--- src/sv/smtac_pkg.sv ---
// shared types and constants for the serial mouse to arm command decoder
// no dependencies; used by smtac_cmd and serial_mouse_to_arm_commands
package smtac_pkg;

   // field widths
   localparam int ByteWidth   = 7;
   localparam int DeltaWidth  = 8;
   localparam int CmdWidth    = 4;
   localparam int ThreshWidth = 7;

   // threshold reset value
   localparam logic [ThreshWidth-1:0] ThreshReset = 7'd2;

   // register indexes of the configuration port
   localparam logic RegXThreshold = 1'b0;
   localparam logic RegYThreshold = 1'b1;

   // arm command codes
   localparam logic [CmdWidth-1:0] CmdPause         = 4'd0;
   localparam logic [CmdWidth-1:0] CmdShoulderUp    = 4'd2;
   localparam logic [CmdWidth-1:0] CmdBaseCcw       = 4'd3;
   localparam logic [CmdWidth-1:0] CmdGripClose     = 4'd5;
   localparam logic [CmdWidth-1:0] CmdShoulderDown  = 4'd7;
   localparam logic [CmdWidth-1:0] CmdBaseCw        = 4'd8;
   localparam logic [CmdWidth-1:0] CmdGripOpen      = 4'd10;
   localparam logic [CmdWidth-1:0] CmdShoulderPause = 4'd12;
   localparam logic [CmdWidth-1:0] CmdBasePause     = 4'd13;

   // the three commands of one packet
   typedef struct packed {
      logic [CmdWidth-1:0] grip;
      logic [CmdWidth-1:0] base;
      logic [CmdWidth-1:0] shoulder;
   } cmd_set_type;

endpackage

--- src/sv/serial_mouse_to_arm_commands.sv ---
// top level of the serial mouse to arm command decoder
// depends on smtac_pkg and smtac_cmd
//
// Usage:
//   req_*  : one mouse byte per beat, byte in req_tdata[6:0].
//   rsp_*  : three command beats per complete packet (grip, base,
//            shoulder); rsp_tlast marks the shoulder beat.
//   csr_*  : register writes, index 0 x_threshold, index 1 y_threshold;
//            always ready, to be written only while the block is idle.
// Output: the grip beat is offered in the cycle after the third byte of a
//   packet is accepted; base and shoulder follow as each earlier beat is taken.
// Throughput: one byte per cycle. A three-byte packet yields three beats,
//   so the one-packet result buffer drains as fast as bytes arrive. The
//   buffer is the only limit: once a Y byte is expected, the next byte
//   (closing or header) waits while an earlier packet still has beats to
//   deliver (it may enter on the cycle the last beat is taken). Bytes in
//   the other phases are taken regardless.
// Reset: decoder waits for a header, buffer empty, thresholds back to 2.
// Stall: when rsp_tready is low the current beat holds; once a Y byte is
//   expected, req_tready drops until the buffer frees.
module serial_mouse_to_arm_commands (
   input  logic        clock,
   input  logic        reset,
   // mouse_byte [6:0]
   input  logic [7:0]  req_tdata,
   input  logic        req_tvalid,
   output logic        req_tready,
   // arm_command [3:0], delta_x [11:4], delta_y [19:12],
   // left_pressed [20], right_pressed [21]
   output logic [23:0] rsp_tdata,
   output logic        rsp_tlast,
   output logic        rsp_tvalid,
   input  logic        rsp_tready,
   input  logic        csr_valid,
   output logic        csr_ready,
   input  logic        csr_index,
   input  logic [6:0]  csr_data
);

   // packet phase codes
   localparam logic [1:0] PhHeader = 2'd0;
   localparam logic [1:0] PhX      = 2'd1;
   localparam logic [1:0] PhY      = 2'd2;

   // beat counter codes
   localparam logic [1:0] BeatGrip     = 2'd0;
   localparam logic [1:0] BeatBase     = 2'd1;
   localparam logic [1:0] BeatShoulder = 2'd2;

   logic [smtac_pkg::ThreshWidth-1:0] x_thresh_ff, x_thresh_in;
   logic [smtac_pkg::ThreshWidth-1:0] y_thresh_ff, y_thresh_in;
   logic [1:0]                        phase_ff, phase_in;
   logic [smtac_pkg::DeltaWidth-1:0]  x_accum_ff, x_accum_in;
   logic [1:0]                        y_high_ff, y_high_in;
   logic [1:0]                        buttons_ff, buttons_in;

   logic                              pkt_valid_ff, pkt_valid_in;
   logic [1:0]                        beat_ff, beat_in;
   smtac_pkg::cmd_set_type            cmds_ff, cmds_in;
   logic [smtac_pkg::DeltaWidth-1:0]  dx_ff, dx_in;
   logic [smtac_pkg::DeltaWidth-1:0]  dy_ff, dy_in;
   logic [1:0]                        pbtn_ff, pbtn_in;

   logic [smtac_pkg::ByteWidth-1:0]   mbyte;
   logic                              req_fire;
   logic                              rsp_fire;
   logic                              take_last;
   logic                              load_pkt;
   logic [smtac_pkg::DeltaWidth-1:0]  y_full;
   smtac_pkg::cmd_set_type            cmds_new;
   logic [smtac_pkg::CmdWidth-1:0]    cmd_out;

   assign mbyte     = req_tdata[smtac_pkg::ByteWidth-1:0];
   assign req_fire  = req_tvalid && req_tready;
   assign rsp_fire  = rsp_tvalid && rsp_tready;
   assign take_last = rsp_fire && (beat_ff == BeatShoulder);
   assign load_pkt  = req_fire && !mbyte[6] && (phase_ff == PhY);
   assign y_full    = {y_high_ff, 6'b0} | {2'b00, mbyte[5:0]};

   // a closing byte needs a free result buffer
   assign req_tready = (phase_ff != PhY) || !pkt_valid_ff || take_last;
   assign csr_ready  = 1'b1;

   // configuration writes
   always_comb begin
      x_thresh_in = x_thresh_ff;
      y_thresh_in = y_thresh_ff;
      if (csr_valid) begin
         case (csr_index)
            smtac_pkg::RegXThreshold: x_thresh_in = csr_data;
            smtac_pkg::RegYThreshold: y_thresh_in = csr_data;
            default: ;
         endcase
      end
   end

   // packet assembly
   always_comb begin
      phase_in   = phase_ff;
      x_accum_in = x_accum_ff;
      y_high_in  = y_high_ff;
      buttons_in = buttons_ff;
      if (req_fire) begin
         if (mbyte[6]) begin
            buttons_in = mbyte[5:4];
            y_high_in  = mbyte[3:2];
            x_accum_in = {mbyte[1:0], 6'b0};
            phase_in   = PhX;
         end else begin
            case (phase_ff)
               PhX: begin
                  x_accum_in = {x_accum_ff[7:6], mbyte[5:0]};
                  phase_in   = PhY;
               end
               default: phase_in = PhHeader;
            endcase
         end
      end
   end

   smtac_cmd u_cmd (
      .delta_x       (x_accum_ff),
      .delta_y       (y_full),
      .left_pressed  (buttons_ff[1]),
      .right_pressed (buttons_ff[0]),
      .x_threshold   (x_thresh_ff),
      .y_threshold   (y_thresh_ff),
      .cmds          (cmds_new)
   );

   // result buffer and beat counter
   always_comb begin
      pkt_valid_in = pkt_valid_ff;
      beat_in      = beat_ff;
      cmds_in      = cmds_ff;
      dx_in        = dx_ff;
      dy_in        = dy_ff;
      pbtn_in      = pbtn_ff;
      if (load_pkt) begin
         pkt_valid_in = 1'b1;
         beat_in      = BeatGrip;
         cmds_in      = cmds_new;
         dx_in        = x_accum_ff;
         dy_in        = y_full;
         pbtn_in      = buttons_ff;
      end else if (take_last) begin
         pkt_valid_in = 1'b0;
         beat_in      = BeatGrip;
      end else if (rsp_fire) begin
         beat_in = beat_ff + 2'd1;
      end
   end

   always_ff @(posedge clock) begin
      if (reset) begin
         x_thresh_ff  <= smtac_pkg::ThreshReset;
         y_thresh_ff  <= smtac_pkg::ThreshReset;
         phase_ff     <= PhHeader;
         x_accum_ff   <= '0;
         y_high_ff    <= '0;
         buttons_ff   <= '0;
         pkt_valid_ff <= 1'b0;
         beat_ff      <= BeatGrip;
      end else begin
         x_thresh_ff  <= x_thresh_in;
         y_thresh_ff  <= y_thresh_in;
         phase_ff     <= phase_in;
         x_accum_ff   <= x_accum_in;
         y_high_ff    <= y_high_in;
         buttons_ff   <= buttons_in;
         pkt_valid_ff <= pkt_valid_in;
         beat_ff      <= beat_in;
      end
   end

   // payload, no reset
   always_ff @(posedge clock) begin
      cmds_ff <= cmds_in;
      dx_ff   <= dx_in;
      dy_ff   <= dy_in;
      pbtn_ff <= pbtn_in;
   end

   // beat selection
   always_comb begin
      case (beat_ff)
         BeatGrip:     cmd_out = cmds_ff.grip;
         BeatBase:     cmd_out = cmds_ff.base;
         BeatShoulder: cmd_out = cmds_ff.shoulder;
         default:      cmd_out = smtac_pkg::CmdPause;
      endcase
   end

   assign rsp_tvalid = pkt_valid_ff;
   assign rsp_tlast  = (beat_ff == BeatShoulder);
   assign rsp_tdata  = {2'b00, pbtn_ff[0], pbtn_ff[1], dy_ff, dx_ff, cmd_out};

endmodule

--- src/sv/smtac_cmd.sv ---
// turns the decoded deltas and buttons of one packet into grip, base and
// shoulder commands; depends on smtac_pkg
module smtac_cmd (
   input  logic signed [smtac_pkg::DeltaWidth-1:0]  delta_x,
   input  logic signed [smtac_pkg::DeltaWidth-1:0]  delta_y,
   input  logic                                     left_pressed,
   input  logic                                     right_pressed,
   input  logic        [smtac_pkg::ThreshWidth-1:0] x_threshold,
   input  logic        [smtac_pkg::ThreshWidth-1:0] y_threshold,
   output smtac_pkg::cmd_set_type                   cmds
);

   // 9-bit signed copies so that +/- threshold fits
   logic signed [smtac_pkg::DeltaWidth:0] dx_ext;
   logic signed [smtac_pkg::DeltaWidth:0] dy_ext;
   logic signed [smtac_pkg::DeltaWidth:0] tx_pos;
   logic signed [smtac_pkg::DeltaWidth:0] ty_pos;
   logic signed [smtac_pkg::DeltaWidth:0] tx_neg;
   logic signed [smtac_pkg::DeltaWidth:0] ty_neg;

   assign dx_ext = {delta_x[smtac_pkg::DeltaWidth-1], delta_x};
   assign dy_ext = {delta_y[smtac_pkg::DeltaWidth-1], delta_y};
   assign tx_pos = {2'b00, x_threshold};
   assign ty_pos = {2'b00, y_threshold};
   assign tx_neg = -tx_pos;
   assign ty_neg = -ty_pos;

   // grip from buttons, base and shoulder from dead band compares
   always_comb begin
      if (left_pressed && !right_pressed) begin
         cmds.grip = smtac_pkg::CmdGripClose;
      end else if (right_pressed && !left_pressed) begin
         cmds.grip = smtac_pkg::CmdGripOpen;
      end else begin
         cmds.grip = smtac_pkg::CmdPause;
      end

      if (dx_ext > tx_pos) begin
         cmds.base = smtac_pkg::CmdBaseCw;
      end else if (dx_ext < tx_neg) begin
         cmds.base = smtac_pkg::CmdBaseCcw;
      end else begin
         cmds.base = smtac_pkg::CmdBasePause;
      end

      if (dy_ext > ty_pos) begin
         cmds.shoulder = smtac_pkg::CmdShoulderUp;
      end else if (dy_ext < ty_neg) begin
         cmds.shoulder = smtac_pkg::CmdShoulderDown;
      end else begin
         cmds.shoulder = smtac_pkg::CmdShoulderPause;
      end
   end

endmodule
--- config.mk ---
export PLATFORM = sky130hd
export DESIGN_NAME = serial_mouse_to_arm_commands
export DESIGN_NICKNAME = d
export VERILOG_FILES = /design/src/sv/smtac_pkg.sv /design/src/sv/serial_mouse_to_arm_commands.sv /design/src/sv/smtac_cmd.sv
export SDC_FILE = /design/constraint.sdc
export NUM_CORES = 1
export LEC_CHECK = 0
export BUFFER_PORTS_ARGS = -buffer_cell sky130_fd_sc_hd__buf_2
export CAP_MARGIN = 20
export CORE_AREA = 2 2 119 121
export DETAILED_ROUTE_END_ITERATION = 16
export DIE_AREA = 0 0 121 123
export PLACE_DENSITY = 0.53
export SETUP_SLACK_MARGIN = 0.1
export SYNTH_ARGS = -nofsm -noshare
export SYNTH_HDL_FRONTEND = slang
export SYNTH_HIERARCHICAL = 1
export SYNTH_SLANG_ARGS = --single-unit
--- constraint.sdc ---
create_clock -name clock -period 2.3 [get_ports clock]
set_input_delay 0.345 -clock clock [delete_from_list [all_inputs] [get_ports clock]]
set_output_delay 0.345 -clock clock [all_outputs]
set_load 0.1 [all_outputs]
* Word level (Yosys, flattened, before mapping)
Cells that the tools add are included.
** Cells by class
- Add/subtract/negate cells :: 3
- Magnitude comparators :: 4
- Equal/unequal tests :: 5
- Muxes and demuxes :: 10
- Bitwise operators :: 2
- Reduce and logical (&&, ||, !) cells :: 21
** Operators with widths (count)
- < comparator 8 x 9 -> 1 bit :: 2
- negator 7 -> 9 bit :: 2
- > comparator 8 bit :: 2
- 2-to-1 mux 4 bit :: 3
- one-hot mux 4 bit (3 select lines) :: 1
- 2-to-1 mux 8 bit :: 1
- bitwise OR 8 x 6 -> 8 bit :: 1
- AND reduction 2 bit :: 4
- logical AND 1 bit :: 7
- 2-to-1 mux 6 bit :: 1
- equality test 2 x 1 -> 1 bit, second input constant :: 2
- equality test 2 bit, second input constant :: 2
- logical NOT 1 bit :: 4
- 2-to-1 mux 2 bit :: 2
- nonzero test 2 bit :: 2
- OR reduction 3 bit :: 1
- adder 2 x 1 -> 2 bit, second input constant :: 1
- logical NOT 2 bit :: 1
- logical OR 1 bit :: 2
- 2-to-1 mux 1 bit :: 2
- inequality test 2 bit, second input constant :: 1
- NOT 1 bit :: 1
** Word-level totals
- Register bits :: 61
- Bits of input ports :: 21
- Output and inout port bits :: 28
- Logic and storage cells :: 60

* Longest topological paths before layout
Gate-level depths: netlist of the first run.
- Word-level depth :: 7
- Mapped depth :: 11

* By module
The synthesis of the first run kept the hierarchy.
** Modules (own cells, without submodules)
- serial_mouse_to_arm_commands :: instances 1, cells each 187, area each 2364.8 sq um, seq. area each 1521.5 sq um
- smtac_cmd :: instances 1, cells each 128, area each 987.2 sq um, seq. area each 0.0 sq um

* Least setup slack after synthesis of the first run
Ideal clock, no wire load.
- Path type :: register -> output
- Start :: reg beat_ff[0]
- End :: out rsp_tdata[0]
- Data arrival time :: 2905 ps
- Required time :: 1955 ps
- Setup slack :: -950 ps
- Cell stages (with the launch flop) :: 5
- Buffers on the path :: 0
- Cell sequence :: dfxtp_1 -> inv_1 -> ha_1 -> a222oi_1 -> nor2_1
** Between the ends
- Longest elaborated chain between the ends :: 2
- Elaborated cells on any way between the ends :: 4
- Classes of those cells :: eq/ne (2); mux (1); reduce/logical (1)
** RTL lines
- start: declaration :: line serial_mouse_to_arm_commands.sv:58 : logic [1:0] beat_ff, beat_in;
- start signal: assignment :: line serial_mouse_to_arm_commands.sv:163 : beat_ff <= BeatGrip;
- start signal: assignment :: line serial_mouse_to_arm_commands.sv:172 : beat_ff <= beat_in;
- equality test 2 bit
- via rsp_tlast :: line serial_mouse_to_arm_commands.sv:31 : output logic rsp_tlast,
- one-hot mux 4 bit (3 select lines) :: line serial_mouse_to_arm_commands.sv:186 : case (beat_ff)
- end: declaration :: line serial_mouse_to_arm_commands.sv:30 : output logic [23:0] rsp_tdata,
The timed path passes the listed nets, and every way through them passes these cells.

* Worst setup path in the final report of the first run
- Start :: reg y_thresh_ff[1] in the netlist's numbering
- End :: reg cmds_ff[3] in the netlist's numbering, data pin
** Between the ends
- Longest elaborated chain between the ends :: 3
- Elaborated cells on any way between the ends :: 4
- Classes of those cells :: add/sub (1); order compare (2); mux (1)
** RTL lines
- start: declaration :: line serial_mouse_to_arm_commands.sv:51 : logic [smtac_pkg::ThreshWidth-1:0] y_thresh_ff, y_thresh_in;
- start signal: assignment :: line serial_mouse_to_arm_commands.sv:157 : y_thresh_ff <= smtac_pkg::ThreshReset;
- start signal: assignment :: line serial_mouse_to_arm_commands.sv:166 : y_thresh_ff <= y_thresh_in;
- negator 7 -> 9 bit :: line smtac_cmd.sv:26 : assign ty_neg = -ty_pos;
- < comparator 8 x 9 -> 1 bit :: line smtac_cmd.sv:48 : end else if (dy_ext < ty_neg) begin
- 2-to-1 mux 4 bit :: line smtac_cmd.sv:48
- end signal: assignment :: line serial_mouse_to_arm_commands.sv:178 : cmds_ff <= cmds_in;
- end: declaration :: line serial_mouse_to_arm_commands.sv:59 : smtac_pkg::cmd_set_type cmds_ff, cmds_in;
Several ways; a longest one is shown, not always the timed one.
A chain may end at the register's enable or synchronous reset.

==> flow_summary.html, run 1 <==
<table>
<tr><th>Metric</th><th>Value</th></tr>
<tr><th colspan="2">Yosys</th></tr>
<tr><td>Share of async-settable or async-resettable flops after synthesis</td><td>0%</td></tr>
<tr><td>Synthesized instance count</td><td>315</td></tr>
<tr><td>Post-synth top cells</td><td>sky130_fd_sc_hd__ha_1 (36), sky130_fd_sc_hd__dfxtp_1 (31), sky130_fd_sc_hd__edfxtp_1 (30), sky130_fd_sc_hd__inv_1 (24), sky130_fd_sc_hd__nand2b_1 (20)</td></tr>
<tr><td>Cell taking the most area after synthesis</td><td>sky130_fd_sc_hd__edfxtp_1</td></tr>
<tr><td>Share of synthesized area spent on multiplexers</td><td>a little under 4%</td></tr>
<tr><td>Count of flip-flops with a built-in enable after synthesis</td><td>30</td></tr>
<tr><td>Post-Synth XOR/XNOR Area</td><td>2.35%</td></tr>
<tr><td>Most frequent cell after synthesis</td><td>sky130_fd_sc_hd__ha_1</td></tr>
<tr><td>Avg Inst Size Synth</td><td>between 10 and 15 sq um</td></tr>
<tr><td>Synth Flop Type</td><td>sky130_fd_sc_hd__dfxtp_1</td></tr>
<tr><td>Total of warnings raised by yosys</td><td>6</td></tr>
<tr><td>Number of distinct standard cells referenced by the synthesized netlist</td><td>50</td></tr>
<tr><td>Register area share after synthesis</td><td>approximately 45%</td></tr>
<tr><td>Number of storage elements in the synthesis netlist</td><td>61</td></tr>
<tr><td>Share of synthesized cell area in full adder, half adder and majority cells</td><td>13.4%</td></tr>
<tr><td>Compound-cell area share of the yosys netlist</td><td>between 10% and 20%</td></tr>
<tr><td>Ranking of synthesized cells by area</td><td>sky130_fd_sc_hd__edfxtp_1 (27%), sky130_fd_sc_hd__dfxtp_1 (19%), sky130_fd_sc_hd__ha_1 (13%), sky130_fd_sc_hd__mux2i_1 (3.9%), sky130_fd_sc_hd__nand2b_1 (3.7%)</td></tr>
<tr><td>Synthesized area</td><td>3350 sq um</td></tr>
<tr><td>Simple-gate portion of the synthesized area</td><td>16.8%</td></tr>
<tr><td>Combinational family with the most area after synthesis</td><td>simple AND/OR/NAND/NOR gates</td></tr>
<tr><td>Share of the synthesized area in the top cell type</td><td>26.9%</td></tr>
<tr><th colspan="2">Critical path</th></tr>
<tr><td>Data required time at the worst endpoint</td><td>between 2 and 2.5 ns</td></tr>
<tr><td>Worst reg2reg path endpoint</td><td>cmds_ff[3]</td></tr>
<tr><td>Worst setup slack for register-to-register paths</td><td>-0.05 ns</td></tr>
<tr><td>Cells along the critical path</td><td>inv_2, ha_4, and3_4, nand3_4, xnor2_2, ha_1, a21o_1, a2111oi_2, a21oi_1, o21bai_4, and2_4</td></tr>
<tr><td>Worst Reg-to-Reg Cells</td><td>11</td></tr>
<tr><td>Critical path fanouts, max</td><td>3</td></tr>
<tr><td>Startpoint of the most critical register-to-register path</td><td>y_thresh_ff[1]</td></tr>
<tr><td>Maximum cell stage delay along the critical path</td><td>0.32 ns</td></tr>
<tr><td>Setup crit start kind</td><td>flop</td></tr>
<tr><td>Crit Path Category</td><td>reg2reg</td></tr>
<tr><td>Category of the worst setup path capture point</td><td>flop</td></tr>
<tr><td>Data arrival time of the worst path</td><td>~2.4 ns</td></tr>
<tr><td>Startpoint of the worst setup timing path</td><td>y_thresh_ff[1]</td></tr>
<tr><td>CP Capture Point</td><td>cmds_ff[3]</td></tr>
<tr><td>Worst-path cell with the longest stage delay</td><td>sky130_fd_sc_hd__dfxtp_2</td></tr>
<tr><th colspan="2">Drt</th></tr>
<tr><td>Detailed-routing iteration count for the pre-antenna-repair pass</td><td>4</td></tr>
<tr><td>Number of DRC markers in iteration 0</td><td>156</td></tr>
<tr><td>Final WL</td><td>approximately 7600 um</td></tr>
<tr><td>Routed via count</td><td>2487</td></tr>
<tr><td>Per-cell routed wire length</td><td>between 10 and 15 um</td></tr>
<tr><td>Post-detailed-route DRC marker count</td><td>0</td></tr>
<tr><td>Vias/cell</td><td>4.46</td></tr>
<tr><td>Number of nets with antenna violations after routing</td><td>0</td></tr>
<tr><th colspan="2">Timing</th></tr>
<tr><td>Maximum clock frequency</td><td>~0.42 GHz</td></tr>
<tr><td>Max_slew headroom</td><td>56.5%</td></tr>
<tr><td>Fin crit period</td><td>~2.4 ns</td></tr>
<tr><td>Worst Tran Pin Value</td><td>between 0.6 and 0.7 ns</td></tr>
<tr><td>Final WS setup</td><td>-0.0547 ns</td></tr>
<tr><td>Number of slew-limit violations in the final report</td><td>0</td></tr>
<tr><td>Worst clock skew</td><td>around 0.0044 ns</td></tr>
<tr><td>Fin crit share</td><td>102%</td></tr>
<tr><td>RSZ-0062 raised after global routing</td><td>yes</td></tr>
<tr><td>Hold Violations, Final</td><td>0</td></tr>
<tr><td>Count of endpoints failing setup in the final report</td><td>1</td></tr>
<tr><th colspan="2">Final layout</th></tr>
<tr><td>Number of nets in the finished design</td><td>roughly 430</td></tr>
<tr><td>Ratio of cells with drive above 1 in the final layout</td><td>29.7%</td></tr>
<tr><td>Fillers</td><td>between 1000 and 1500</td></tr>
<tr><td>Area growth from synthesis to layout</td><td>28.6%</td></tr>
<tr><td>Antenna Diode Count</td><td>0</td></tr>
<tr><td>Utilization after layout</td><td>a little under a third</td></tr>
<tr><th colspan="2">Global route</th></tr>
<tr><td>Largest net degree at the start of global routing</td><td>between 40 and 50</td></tr>
<tr><td>Wire length of the first global-routing pass</td><td>~12000 um</td></tr>
<tr><td>Overflow after GRT</td><td>0</td></tr>
<tr><td>Global-route total usage across every layer</td><td>~11%</td></tr>
<tr><td>Number of global-route vias before repair</td><td>approximately 2500</td></tr>
<tr><td>Number of antenna violations at the first check in global routing</td><td>0</td></tr>
<tr><th colspan="2">Pwr</th></tr>
<tr><td>Power density over cell area</td><td>689 nW/um^2</td></tr>
<tr><td>Total design power</td><td>roughly 3000 uW</td></tr>
<tr><td>Sw Ratio</td><td>between 20% and 30%</td></tr>
<tr><td>Reported net switching power</td><td>about 700 uW</td></tr>
<tr><td>Cell internal pwr</td><td>about 2300 uW</td></tr>
<tr><td>Static power due to leakage</td><td>approximately 0.0018 uW</td></tr>
<tr><td>Sequential Power Share</td><td>roughly two fifths</td></tr>
<tr><td>Clock power share</td><td>47.8%</td></tr>
<tr><td>Peak supply drop</td><td>roughly 0.31 mV</td></tr>
<tr><td>Comb pwr share</td><td>about an eighth</td></tr>
<tr><th colspan="2">Clock network</th></tr>
<tr><td>Clock sink count</td><td>slightly above 60</td></tr>
<tr><td>Clock tree from TritonCTS</td><td>done</td></tr>
<tr><td>Number of H-tree levels</td><td>3</td></tr>
<tr><td>Register clock-pin slew on the reported worst setup and hold paths</td><td>around 0.05 ns</td></tr>
<tr><td>Number of CTS-inserted buffers</td><td>9</td></tr>
<tr><td>Maximum root-to-sink buffer count</td><td>2</td></tr>
<tr><td>Skew-Pair Late Insertion Delay</td><td>approximately 0.33 ns</td></tr>
<tr><td>Hold buffers post-CTS</td><td>0</td></tr>
<tr><td>Clock Tree Root</td><td>sky130_fd_sc_hd__clkbuf_16</td></tr>
<tr><th colspan="2">Floorplanning</th></tr>
<tr><td># IOs</td><td>49</td></tr>
<tr><td>Die width</td><td>121 um</td></tr>
<tr><td>Total core area</td><td>13600 sq um</td></tr>
<tr><td>Number of placement rows</td><td>43</td></tr>
<tr><td>Initial Util</td><td>between 20% and 30%</td></tr>
<tr><td>Die boundary height</td><td>roughly 120 um</td></tr>
<tr><td>Area of the die</td><td>14900 sq um</td></tr>
<tr><th colspan="2">Place</th></tr>
<tr><td>Post-DP HPWL</td><td>approximately 5700 um</td></tr>
<tr><td>Gpl congestion</td><td>about 0.79</td></tr>
<tr><td>Count of buffers inserted at the top-level ports</td><td>44</td></tr>
<tr><td>Worst-case setup slack after placement</td><td>-0.0616 ns</td></tr>
<tr><th colspan="2">Job</th></tr>
<tr><td>Count of maximum capacitance violations</td><td>0</td></tr>
<tr><th colspan="2">Min path</th></tr>
<tr><td>Path category of the worst min-delay check</td><td>in2reg</td></tr>
<tr><th colspan="2">Status</th></tr>
<tr><td>Result of the run</td><td>complete, but fails checks</td></tr>
<tr><td>Violated checks</td><td>setup timing</td></tr>
</table>
==> what timing repair did <==
item | CTS | global route
endpoints found under the setup margin | 5 | 10
cloned | 0 | 0
setup buffers | 2 | 3
pin swaps | 3 | 12
gates resized for setup | 10 | 16
==> worst min path at each step <==
stage / start / to / slack [ns] / depth (start not counted)
2_1_floorplan: x_accum_ff[0] / dx_ff[0] / 0.43 / 0
3_3_place_gp: x_accum_ff[0] / dx_ff[0] / 0.46 / 0
3_5_place_dp: buttons_ff[1] / pbtn_ff[1] / 0.47 / 0
4_1_cts: req_tdata[0] / dy_ff[0] / 0.24 / 1
5_1_grt: req_tdata[0] / dy_ff[0] / 0.25 / 1
6_report: req_tdata[0] / dy_ff[0] / 0.25 / 1
==> cell type report <==
type                    instances  area, sq um  area share, %
multi-input cells             217         1790           41.6
flip-flops and latches         61         1530           35.5
clock inverters                 7         88.8           2.06
well taps                     180          225           5.23
inverters                      24         90.1           2.09
clock buffers                   9          225           5.23
repair buffers                 59          360           8.36
==> registers in the layout (all words and copies together), names as in the netlist <==
signal / flops
buttons_ff: 2
pbtn_ff: 2
phase_ff: 2
rsp_tvalid: 1
beat_ff: 2
dx_ff: 8
x_accum_ff: 8
y_thresh_ff: 7
cmds_ff: 12
x_thresh_ff: 7
dy_ff: 8
y_high_ff: 2
==> cells in the final DEF (no fill, tap or decap), types with 3 or more instances in the layout <==
| cell | n |
|---|---|
| sky130_fd_sc_hd__nand2b_1 | 20 |
| sky130_fd_sc_hd__buf_2 | 41 |
| sky130_fd_sc_hd__conb_1 | 3 |
| sky130_fd_sc_hd__ha_1 | 33 |
| sky130_fd_sc_hd__buf_4 | 15 |
| sky130_fd_sc_hd__inv_2 | 5 |
| sky130_fd_sc_hd__mux2i_1 | 13 |
| sky130_fd_sc_hd__nand3_1 | 7 |
| sky130_fd_sc_hd__nand2_1 | 19 |
| sky130_fd_sc_hd__a222oi_1 | 4 |
| sky130_fd_sc_hd__dfxtp_1 | 25 |
| sky130_fd_sc_hd__nor2b_1 | 5 |
| sky130_fd_sc_hd__edfxtp_1 | 30 |
| sky130_fd_sc_hd__a211oi_1 | 3 |
| sky130_fd_sc_hd__nand3b_1 | 6 |
| sky130_fd_sc_hd__dfxtp_2 | 6 |
| sky130_fd_sc_hd__ha_4 | 3 |
| sky130_fd_sc_hd__clkbuf_16 | 9 |
| sky130_fd_sc_hd__nor2_2 | 4 |
| sky130_fd_sc_hd__nor2_1 | 15 |
| sky130_fd_sc_hd__xnor2_1 | 5 |
| sky130_fd_sc_hd__a21o_1 | 6 |
| sky130_fd_sc_hd__a21oi_1 | 15 |
| sky130_fd_sc_hd__inv_1 | 19 |
| sky130_fd_sc_hd__o21ai_0 | 9 |
==> metrics by stage <==
stage / instance area (sq um) / hold WS [ns] / TNS [ns] / instances
after global routing: 4310 / 0.250 / -0.305 / 557
after detailed placement: 3860 / 0.466 / -0.0616 / 537
after floorplan: 3410 / 0.431 / -6.74 / 316
final: 4310 / 0.254 / -0.0547 / 557
after global placement: 3860 / 0.462 / -0.0123 / 537
after CTS: 4230 / 0.240 / -0.0436 / 555
==> per-layer routing <==
metal	up-vias	share of wire, %	wire length [um]	track usage [%]
li1	1239	-	-	-
met3	17	4.9	375	3.18
met5	-	0	0	0
met1	1169	48	3650	13.4
met2	62	45	3420	17.2
met4	0	2.5	194	4.87
==> logic make-up (layout without fill, tap and decap cells) <==
kind of cell | after synthesis | after routing
multiplexers | 13 | 13
other | 2 | 3
AO/OA/AOI/OAI | 56 | 56
XOR/XNOR | 9 | 9
AND/OR/NAND/NOR | 100 | 100
adder cells (fa/ha/maj) | 36 | 36
buffers and inverters | 38 | 99
flip-flops | 61 | 61
==> critical path: cells and delay by family, from the launching register on <==
family,cells,cell delay (ns)
AO/OA/AOI/OAI,4,0.73
adder cells (fa/ha/maj),2,0.44
AND/OR/NAND/NOR,3,0.40
flip-flops,1,0.32
XOR/XNOR,1,0.15
buffers and inverters,1,0.07
==> power by group through the flow <==
stage / Sequential, uW / Clock (uW) / Combinational, uW
2_1_floorplan: 1210 / 0 / 243
3_3_place_gp: 1210 / 0 / 323
3_5_place_dp: 1210 / 0 / 332
4_1_cts: 1190 / 1450 / 346
5_1_grt: 1190 / 1500 / 404
6_report: 1190 / 1420 / 360
Note: power is estimated with default switching activity, not from simulation.
==> run 2: changes to the inputs <==
Settings changed: SETUP_SLACK_MARGIN 0.1 to 0.3.
==> run 2 against run 1 <==
  * The run still ends with setup timing left
  * Largest cell class unchanged
  * Fmax down 0.98%
  * Sequential power about the same
  * Global-route usage up 0.15 points
  * Power down 7.4%
  * Critical endpoint unchanged
  * Largest power group is now sequential cells
==> flow_summary.html, run 2 (synthesis results as in run 1) <==
<table>
<tr><th>Metric</th><th>Value</th></tr>
<tr><th colspan="2">Critical path</th></tr>
<tr><td>Data required time at the worst endpoint</td><td>around 2.4 ns</td></tr>
<tr><td>Critical path fanouts, max</td><td>3</td></tr>
<tr><td>Worst setup slack for register-to-register paths</td><td>-0.08 ns</td></tr>
<tr><td>Data arrival time of the worst path</td><td>roughly 2.5 ns</td></tr>
<tr><td>Category of the worst setup path capture point</td><td>flop</td></tr>
<tr><td>Crit Path Category</td><td>reg2reg</td></tr>
<tr><td>Setup crit start kind</td><td>flop</td></tr>
<tr><th colspan="2">Floorplanning</th></tr>
<tr><td>Initial Util</td><td>24.6%</td></tr>
<tr><td>Total core area</td><td>approximately 14000 sq um</td></tr>
<tr><td>Die width</td><td>121 um</td></tr>
<tr><td># IOs</td><td>49</td></tr>
<tr><td>Number of placement rows</td><td>43</td></tr>
<tr><td>Die boundary height</td><td>123 um</td></tr>
<tr><td>Area of the die</td><td>~15000 sq um</td></tr>
<tr><th colspan="2">Job</th></tr>
<tr><td>Count of maximum capacitance violations</td><td>0</td></tr>
<tr><th colspan="2">Clock network</th></tr>
<tr><td>Number of CTS-inserted buffers</td><td>9</td></tr>
<tr><td>Skew-Pair Late Insertion Delay</td><td>0.33 ns</td></tr>
<tr><td>Maximum root-to-sink buffer count</td><td>2</td></tr>
<tr><td>Number of H-tree levels</td><td>3</td></tr>
<tr><td>Clock sink count</td><td>just over 60</td></tr>
<tr><td>Clock Tree Root</td><td>sky130_fd_sc_hd__clkbuf_16</td></tr>
<tr><td>Clock tree from TritonCTS</td><td>done</td></tr>
<tr><td>Register clock-pin slew on the reported worst setup and hold paths</td><td>roughly 0.050 ns</td></tr>
<tr><th colspan="2">Drt</th></tr>
<tr><td>Post-detailed-route DRC marker count</td><td>0</td></tr>
<tr><td>Final WL</td><td>slightly below 8000 um</td></tr>
<tr><td>Number of nets with antenna violations after routing</td><td>0</td></tr>
<tr><td>Vias/cell</td><td>between 4 and 5</td></tr>
<tr><td>Number of DRC markers in iteration 0</td><td>between 90 and 100</td></tr>
<tr><td>Routed via count</td><td>roughly 2500</td></tr>
<tr><td>Per-cell routed wire length</td><td>between 10 and 15 um</td></tr>
<tr><td>Detailed-routing iteration count for the pre-antenna-repair pass</td><td>4</td></tr>
<tr><th colspan="2">Place</th></tr>
<tr><td>Worst-case setup slack after placement</td><td>-0.0435 ns</td></tr>
<tr><td>Post-DP Area</td><td>about 4000 sq um</td></tr>
<tr><td>Gpl congestion</td><td>about 0.84</td></tr>
<tr><td>Count of buffers inserted at the top-level ports</td><td>between 40 and 50</td></tr>
<tr><td>Post-DP HPWL</td><td>roughly 5800 um</td></tr>
<tr><th colspan="2">Final layout</th></tr>
<tr><td>Number of nets in the finished design</td><td>438</td></tr>
<tr><td>Fillers</td><td>1367</td></tr>
<tr><td>Number of flip-flops in the largest register</td><td>12</td></tr>
<tr><td>Largest register by flop count</td><td>cmds_ff</td></tr>
<tr><td>Most used cells in the layout excluding fill and tap cells</td><td>sky130_fd_sc_hd__buf_2 (39), sky130_fd_sc_hd__ha_1 (31), sky130_fd_sc_hd__edfxtp_1 (30)</td></tr>
<tr><td>Leading cell type in the layout, fill and taps excluded</td><td>sky130_fd_sc_hd__buf_2</td></tr>
<tr><td>Final Cell Area</td><td>4450 sq um</td></tr>
<tr><td>Ratio of cells with drive above 1 in the final layout</td><td>33.2%</td></tr>
<tr><td>Area growth from synthesis to layout</td><td>32.7%</td></tr>
<tr><td>Antenna Diode Count</td><td>0</td></tr>
<tr><th colspan="2">Min path</th></tr>
<tr><td>Path category of the worst min-delay check</td><td>in2reg</td></tr>
<tr><th colspan="2">Timing</th></tr>
<tr><td>Hold Violations, Final</td><td>0</td></tr>
<tr><td>Worst clock skew</td><td>about 0.0058 ns</td></tr>
<tr><td>Fin crit share</td><td>103%</td></tr>
<tr><td>Final WS setup</td><td>-0.0780 ns</td></tr>
<tr><td>Maximum clock frequency</td><td>approximately 0.42 GHz</td></tr>
<tr><td>Fin crit period</td><td>between 2 and 2.5 ns</td></tr>
<tr><td>Max_slew headroom</td><td>~61%</td></tr>
<tr><td>Worst Tran Pin Value</td><td>0.588 ns</td></tr>
<tr><td>Count of endpoints failing setup in the final report</td><td>2</td></tr>
<tr><td>RSZ-0062 raised after global routing</td><td>yes</td></tr>
<tr><td>Number of slew-limit violations in the final report</td><td>0</td></tr>
<tr><th colspan="2">Global route</th></tr>
<tr><td>Global-route total usage across every layer</td><td>between 10% and 20%</td></tr>
<tr><td>Overflow after GRT</td><td>0</td></tr>
<tr><td>Number of global-route vias before repair</td><td>around 2500</td></tr>
<tr><td>Largest net degree at the start of global routing</td><td>34</td></tr>
<tr><td>Wire length of the first global-routing pass</td><td>around 13000 um</td></tr>
<tr><td>Number of antenna violations at the first check in global routing</td><td>0</td></tr>
<tr><th colspan="2">Status</th></tr>
<tr><td>Violated checks</td><td>setup timing</td></tr>
<tr><td>Result of the run</td><td>complete, but fails checks</td></tr>
<tr><th colspan="2">Pwr</th></tr>
<tr><td>Peak supply drop</td><td>about 0.23 mV</td></tr>
<tr><td>Power density over cell area</td><td>just over 600 nW/um^2</td></tr>
<tr><td>Static power due to leakage</td><td>0.00190 uW</td></tr>
</table>
-- run 2: path summary, 6_finish.rpt --
path | endpoint | cells past startpoint | startpoint
worst min register to register | phase_ff[0] | 2 | phase_ff[0]
worst max register to register | cmds_ff[3] | 11 | y_thresh_ff[1]
worst max-delay path | cmds_ff[3] | 11 | y_thresh_ff[1]
worst min-delay path | dy_ff[0] | 1 | req_tdata[0]
-- run 2: per-layer routing --
layer / GRT usage, % / share of wire, % / vias to the layer above
met5: 0 / 0 / -
met4: 2.83 / 1.1 / 0
met3: 3.78 / 4.9 / 8
met2: 17.3 / 46 / 49
met1: 14.2 / 48 / 1222
li1: - / - / 1264
-- run 2: worst max-delay path, cell delays in order, from the launching register on --
cell and delay [ns]:
sky130_fd_sc_hd__dfxtp_2 0.32, sky130_fd_sc_hd__inv_2 0.07, sky130_fd_sc_hd__ha_4 0.13, sky130_fd_sc_hd__and3_4 0.19
sky130_fd_sc_hd__nand3_4 0.09, sky130_fd_sc_hd__xnor2_2 0.14, sky130_fd_sc_hd__ha_1 0.29, sky130_fd_sc_hd__a21o_1 0.19
sky130_fd_sc_hd__a2111oi_4 0.31, sky130_fd_sc_hd__a21oi_1 0.07, sky130_fd_sc_hd__o21bai_4 0.19, sky130_fd_sc_hd__and2_4 0.14
-- run 2: power breakdown --
group | total [uW] | switching [uW] | internal (uW)
sequential | 1190 | 23.1 | 1160
combinational | 379 | 208 | 171
clock | 1180 | 461 | 720
-- run 2: timing repair --
| item | CTS | global route |
|---|---|---|
| hold buffers | 0 | 0 |
| gates resized for setup | 29 | 11 |
| setup buffers | 9 | 4 |
| pin swaps | 10 | 6 |
| setup endpoints to repair | 11 | 11 |
-- run 2: stage by stage --
| step | util, % | hold slack [ns] | total power (uW) | instances | TNS, ns |
|---|---|---|---|---|---|
| 2_1_floorplan | - | 0.431 | 1460 | 316 | -6.74 |
| 4_1_cts | 31.9 | 0.240 | 2760 | 562 | -0.0538 |
| 3_3_place_gp | 28.7 | 0.465 | 1540 | 537 | 0 |
| 3_5_place_dp | 28.7 | 0.466 | 1550 | 537 | -0.0435 |
| 5_1_grt | 32.7 | 0.244 | 2880 | 566 | -0.371 |
| 6_report | 32.7 | 0.254 | 2750 | 566 | -0.0962 |
-- run 2: layout make-up --
class                           count  area, sq um  share of cell area, %
Clock buffer                       11          233                   5.23
Clock inverter                      5         27.5                  0.619
Inverter                           24         92.6                   2.08
Multi-Input combinational cell    217         1860                   41.8
Sequential cell                    61         1540                   34.6
Tap cell                          180          225                   5.06
Timing Repair Buffer               68          475                   10.7
==> run 3: changes to the inputs <==
Settings changed: PLACE_DENSITY 0.53 to 0.43.
==> run 3 against run 2 <==
  * The flow still finishes with violations (setup timing)
  * Fmax grew 2.4%
  * Power is 3.2% higher
  * Via count fell by 1.7%
  * Cell count fell by 1.1%
  * Core utilization is 0.37 points lower
  * Routed wire length decreased by 0.18%
  * Flip-flop and latch count stayed put
  * Clock skew rose by 0.0023 ns
  * Global-route usage fell by 0.18 points
  * Cell area decreased by 1.1%
==> flow_summary.html, run 3 (synthesis results as in run 1) <==
<table>
<tr><th>Metric</th><th>Value</th></tr>
<tr><th colspan="2">Place</th></tr>
<tr><td>Gpl congestion</td><td>approximately 0.81</td></tr>
<tr><td>Post-DP HPWL</td><td>5860 um</td></tr>
<tr><td>Count of buffers inserted at the top-level ports</td><td>between 40 and 50</td></tr>
<tr><th colspan="2">Critical path</th></tr>
<tr><td>Startpoint of the most critical register-to-register path</td><td>y_thresh_ff[1]</td></tr>
<tr><td>Critical path fanouts, max</td><td>3</td></tr>
<tr><td>Setup crit start kind</td><td>flop</td></tr>
<tr><td>Category of the worst setup path capture point</td><td>flop</td></tr>
<tr><td>Worst setup slack for register-to-register paths</td><td>-0.02 ns</td></tr>
<tr><td>Worst reg2reg path endpoint</td><td>cmds_ff[3]</td></tr>
<tr><td>Data arrival time of the worst path</td><td>around 2.4 ns</td></tr>
<tr><td>Cells along the critical path</td><td>inv_2, ha_4, and3_4, nand3_4, xnor2_1, ha_1, a21o_1, a2111oi_4, a21oi_1, o21bai_4, and2_4</td></tr>
<tr><td>Data required time at the worst endpoint</td><td>2.38 ns</td></tr>
<tr><td>Worst-path cell with the longest stage delay</td><td>sky130_fd_sc_hd__dfxtp_2</td></tr>
<tr><td>Maximum cell stage delay along the critical path</td><td>between 0.3 and 0.4 ns</td></tr>
<tr><td>Worst Reg-to-Reg Cells</td><td>11</td></tr>
<tr><td>Crit Path Category</td><td>reg2reg</td></tr>
<tr><th colspan="2">Pwr</th></tr>
<tr><td>Reported net switching power</td><td>686 uW</td></tr>
<tr><td>Comb pwr share</td><td>between 10% and 20%</td></tr>
<tr><td>Power density over cell area</td><td>about 650 nW/um^2</td></tr>
<tr><td>Cell internal pwr</td><td>around 2100 uW</td></tr>
<tr><td>Total design power</td><td>around 2800 uW</td></tr>
<tr><td>Sequential Power Share</td><td>41.8%</td></tr>
<tr><td>Clock power share</td><td>45.6%</td></tr>
<tr><td>Static power due to leakage</td><td>between 0.0015 and 0.002 uW</td></tr>
<tr><td>Peak supply drop</td><td>0.329 mV</td></tr>
<tr><td>Sw Ratio</td><td>24.2%</td></tr>
<tr><th colspan="2">Global route</th></tr>
<tr><td>Number of global-route vias before repair</td><td>2449</td></tr>
<tr><td>Wire length of the first global-routing pass</td><td>~12000 um</td></tr>
<tr><td>Overflow after GRT</td><td>0</td></tr>
<tr><td>Number of antenna violations at the first check in global routing</td><td>0</td></tr>
<tr><td>Global-route total usage across every layer</td><td>between 10% and 20%</td></tr>
<tr><td>Largest net degree at the start of global routing</td><td>34</td></tr>
<tr><th colspan="2">Timing</th></tr>
<tr><td>Max_slew headroom</td><td>between 60% and 70%</td></tr>
<tr><td>RSZ-0062 raised after global routing</td><td>yes</td></tr>
<tr><td>Worst Tran Pin Value</td><td>around 0.6 ns</td></tr>
<tr><td>Count of endpoints failing setup in the final report</td><td>1</td></tr>
<tr><td>Fin crit period</td><td>2.32 ns</td></tr>
<tr><td>Number of slew-limit violations in the final report</td><td>0</td></tr>
<tr><td>Maximum clock frequency</td><td>~0.43 GHz</td></tr>
<tr><td>Final WS setup</td><td>-0.0226 ns</td></tr>
<tr><td>Worst clock skew</td><td>about 0.0080 ns</td></tr>
<tr><td>Fin crit share</td><td>101%</td></tr>
<tr><td>Hold Violations, Final</td><td>0</td></tr>
<tr><th colspan="2">Status</th></tr>
<tr><td>Result of the run</td><td>complete, but fails checks</td></tr>
<tr><td>Violated checks</td><td>setup timing</td></tr>
<tr><th colspan="2">Min path</th></tr>
<tr><td>Hold depth</td><td>1</td></tr>
<tr><td>Hold-critical path endpoint</td><td>dy_ff[0]</td></tr>
<tr><td>Hold Crit Start</td><td>req_tdata[0]</td></tr>
<tr><td>Path category of the worst min-delay check</td><td>in2reg</td></tr>
<tr><th colspan="2">Final layout</th></tr>
<tr><td>Number of nets in the finished design</td><td>432</td></tr>
<tr><td>Area growth from synthesis to layout</td><td>31.2%</td></tr>
<tr><td>Leading cell type in the layout, fill and taps excluded</td><td>sky130_fd_sc_hd__buf_2</td></tr>
<tr><td>Largest register by flop count</td><td>cmds_ff</td></tr>
<tr><td>Ratio of cells with drive above 1 in the final layout</td><td>a little under a third</td></tr>
<tr><td>Most used cells in the layout excluding fill and tap cells</td><td>sky130_fd_sc_hd__buf_2 (39), sky130_fd_sc_hd__ha_1 (31), sky130_fd_sc_hd__edfxtp_1 (30)</td></tr>
<tr><td>Utilization after layout</td><td>about a third</td></tr>
<tr><td>Number of flip-flops in the largest register</td><td>12</td></tr>
<tr><td>Antenna Diode Count</td><td>0</td></tr>
<tr><th colspan="2">Drt</th></tr>
<tr><td>Final WL</td><td>between 7000 and 8000 um</td></tr>
<tr><td>Per-cell routed wire length</td><td>about 14 um</td></tr>
<tr><td>Number of nets with antenna violations after routing</td><td>0</td></tr>
<tr><td>Number of DRC markers in iteration 0</td><td>95</td></tr>
<tr><td>Detailed-routing iteration count for the pre-antenna-repair pass</td><td>4</td></tr>
<tr><td>Post-detailed-route DRC marker count</td><td>0</td></tr>
<tr><td>Vias/cell</td><td>around 4.5</td></tr>
<tr><td>Routed via count</td><td>2500</td></tr>
<tr><th colspan="2">Floorplanning</th></tr>
<tr><td>Die width</td><td>approximately 120 um</td></tr>
<tr><td>Die boundary height</td><td>~120 um</td></tr>
<tr><td>Initial Util</td><td>between 20% and 30%</td></tr>
<tr><td># IOs</td><td>49</td></tr>
<tr><td>Total core area</td><td>~14000 sq um</td></tr>
<tr><td>Number of placement rows</td><td>43</td></tr>
<tr><td>Area of the die</td><td>around 15000 sq um</td></tr>
<tr><th colspan="2">Clock network</th></tr>
<tr><td>Skew-Pair Late Insertion Delay</td><td>between 0.3 and 0.4 ns</td></tr>
<tr><td>Maximum root-to-sink buffer count</td><td>2</td></tr>
<tr><td>Hold buffers post-CTS</td><td>0</td></tr>
<tr><td>Clock sink count</td><td>61</td></tr>
<tr><td>Clock tree from TritonCTS</td><td>done</td></tr>
<tr><td>Number of H-tree levels</td><td>3</td></tr>
<tr><td>Clock Tree Root</td><td>sky130_fd_sc_hd__clkbuf_16</td></tr>
<tr><td>Number of CTS-inserted buffers</td><td>9</td></tr>
<tr><td>Register clock-pin slew on the reported worst setup and hold paths</td><td>about 0.050 ns</td></tr>
<tr><th colspan="2">Job</th></tr>
<tr><td>Count of maximum capacitance violations</td><td>0</td></tr>
</table>
## run 3: cell types whose count changed in the layout (fill, tap and decap cells not counted), sizes merged
cell	previous run	this run
clkinv	4	3
buf	68	62
bufinv	0	1
## run 3: metrics by stage
stage	setup TNS [ns]	setup slack [ns]	hold slack, ns	area, sq um	std cells
after floorplan	-6.74	-0.216	0.431	3450	316
after global placement	0	0.00361	0.464	3900	537
after detailed placement	-0.0213	-0.0213	0.470	3900	537
after CTS	-0.0132	-0.0132	0.262	4330	559
after global routing	-0.214	-0.111	0.255	4400	560
final	-0.0226	-0.0226	0.270	4400	560
## run 3: repair_timing
item                                   4_1_cts  5_1_grt
buffers inserted                             6        1
setup endpoints to repair                   11       10
gates cloned                                 0        0
pin swaps                                   11        3
gates resized for setup                     27       10
endpoints found under the hold margin        0        0
## run 3: worst max path at each step
stage	start	cells past startpoint	end	slack (ns)
5_1_grt	y_thresh_ff[1]	11	cmds_ff[3]	-0.11
4_1_cts	y_thresh_ff[1]	11	cmds_ff[3]	-0.01
2_1_floorplan	beat_ff[0]	4	cmds_ff[0]	-0.22
3_5_place_dp	y_thresh_ff[1]	11	cmds_ff[3]	-0.02
6_report	y_thresh_ff[1]	11	cmds_ff[3]	-0.02
3_3_place_gp	y_thresh_ff[1]	11	cmds_ff[3]	0.004
## run 3: per-layer routing
metal / share of wire [%] / track usage, % / routed length, um / up-vias
li1: - / - / - / 1247
met1: 48 / 13.2 / 3720 / 1195
met2: 47 / 17.8 / 3600 / 50
met3: 4.3 / 3.55 / 333 / 8
met4: 1.1 / 3.27 / 85 / 0
met5: 0 / 0 / 0 / -
## run 3: final cells by class
class	instances	area, sq um
clock buffer	11	233
clock inverter	5	51.3
fill	1404	9220
inverter	24	95.1
multi-input combinational	217	1820
sequential	61	1540
tap	180	225
timing repair buffer	62	430
## run 3: critical path: cells and delay by family, from the launching register on
family,cells,cell delay [ns]
compound gates,4,0.72
fa+ha+maj,2,0.43
simple gates,3,0.40
flops,1,0.32
xor+xnor,1,0.13
buf+inv,1,0.07
## run 3: power by group through the flow
stage	combinational (uW)	sequential [uW]	clock, uW
detailed placement	339	1210	0
floorplan	248	1210	0
global route	401	1190	1370
CTS	348	1190	1330
finish	357	1190	1290
global placement	334	1210	0
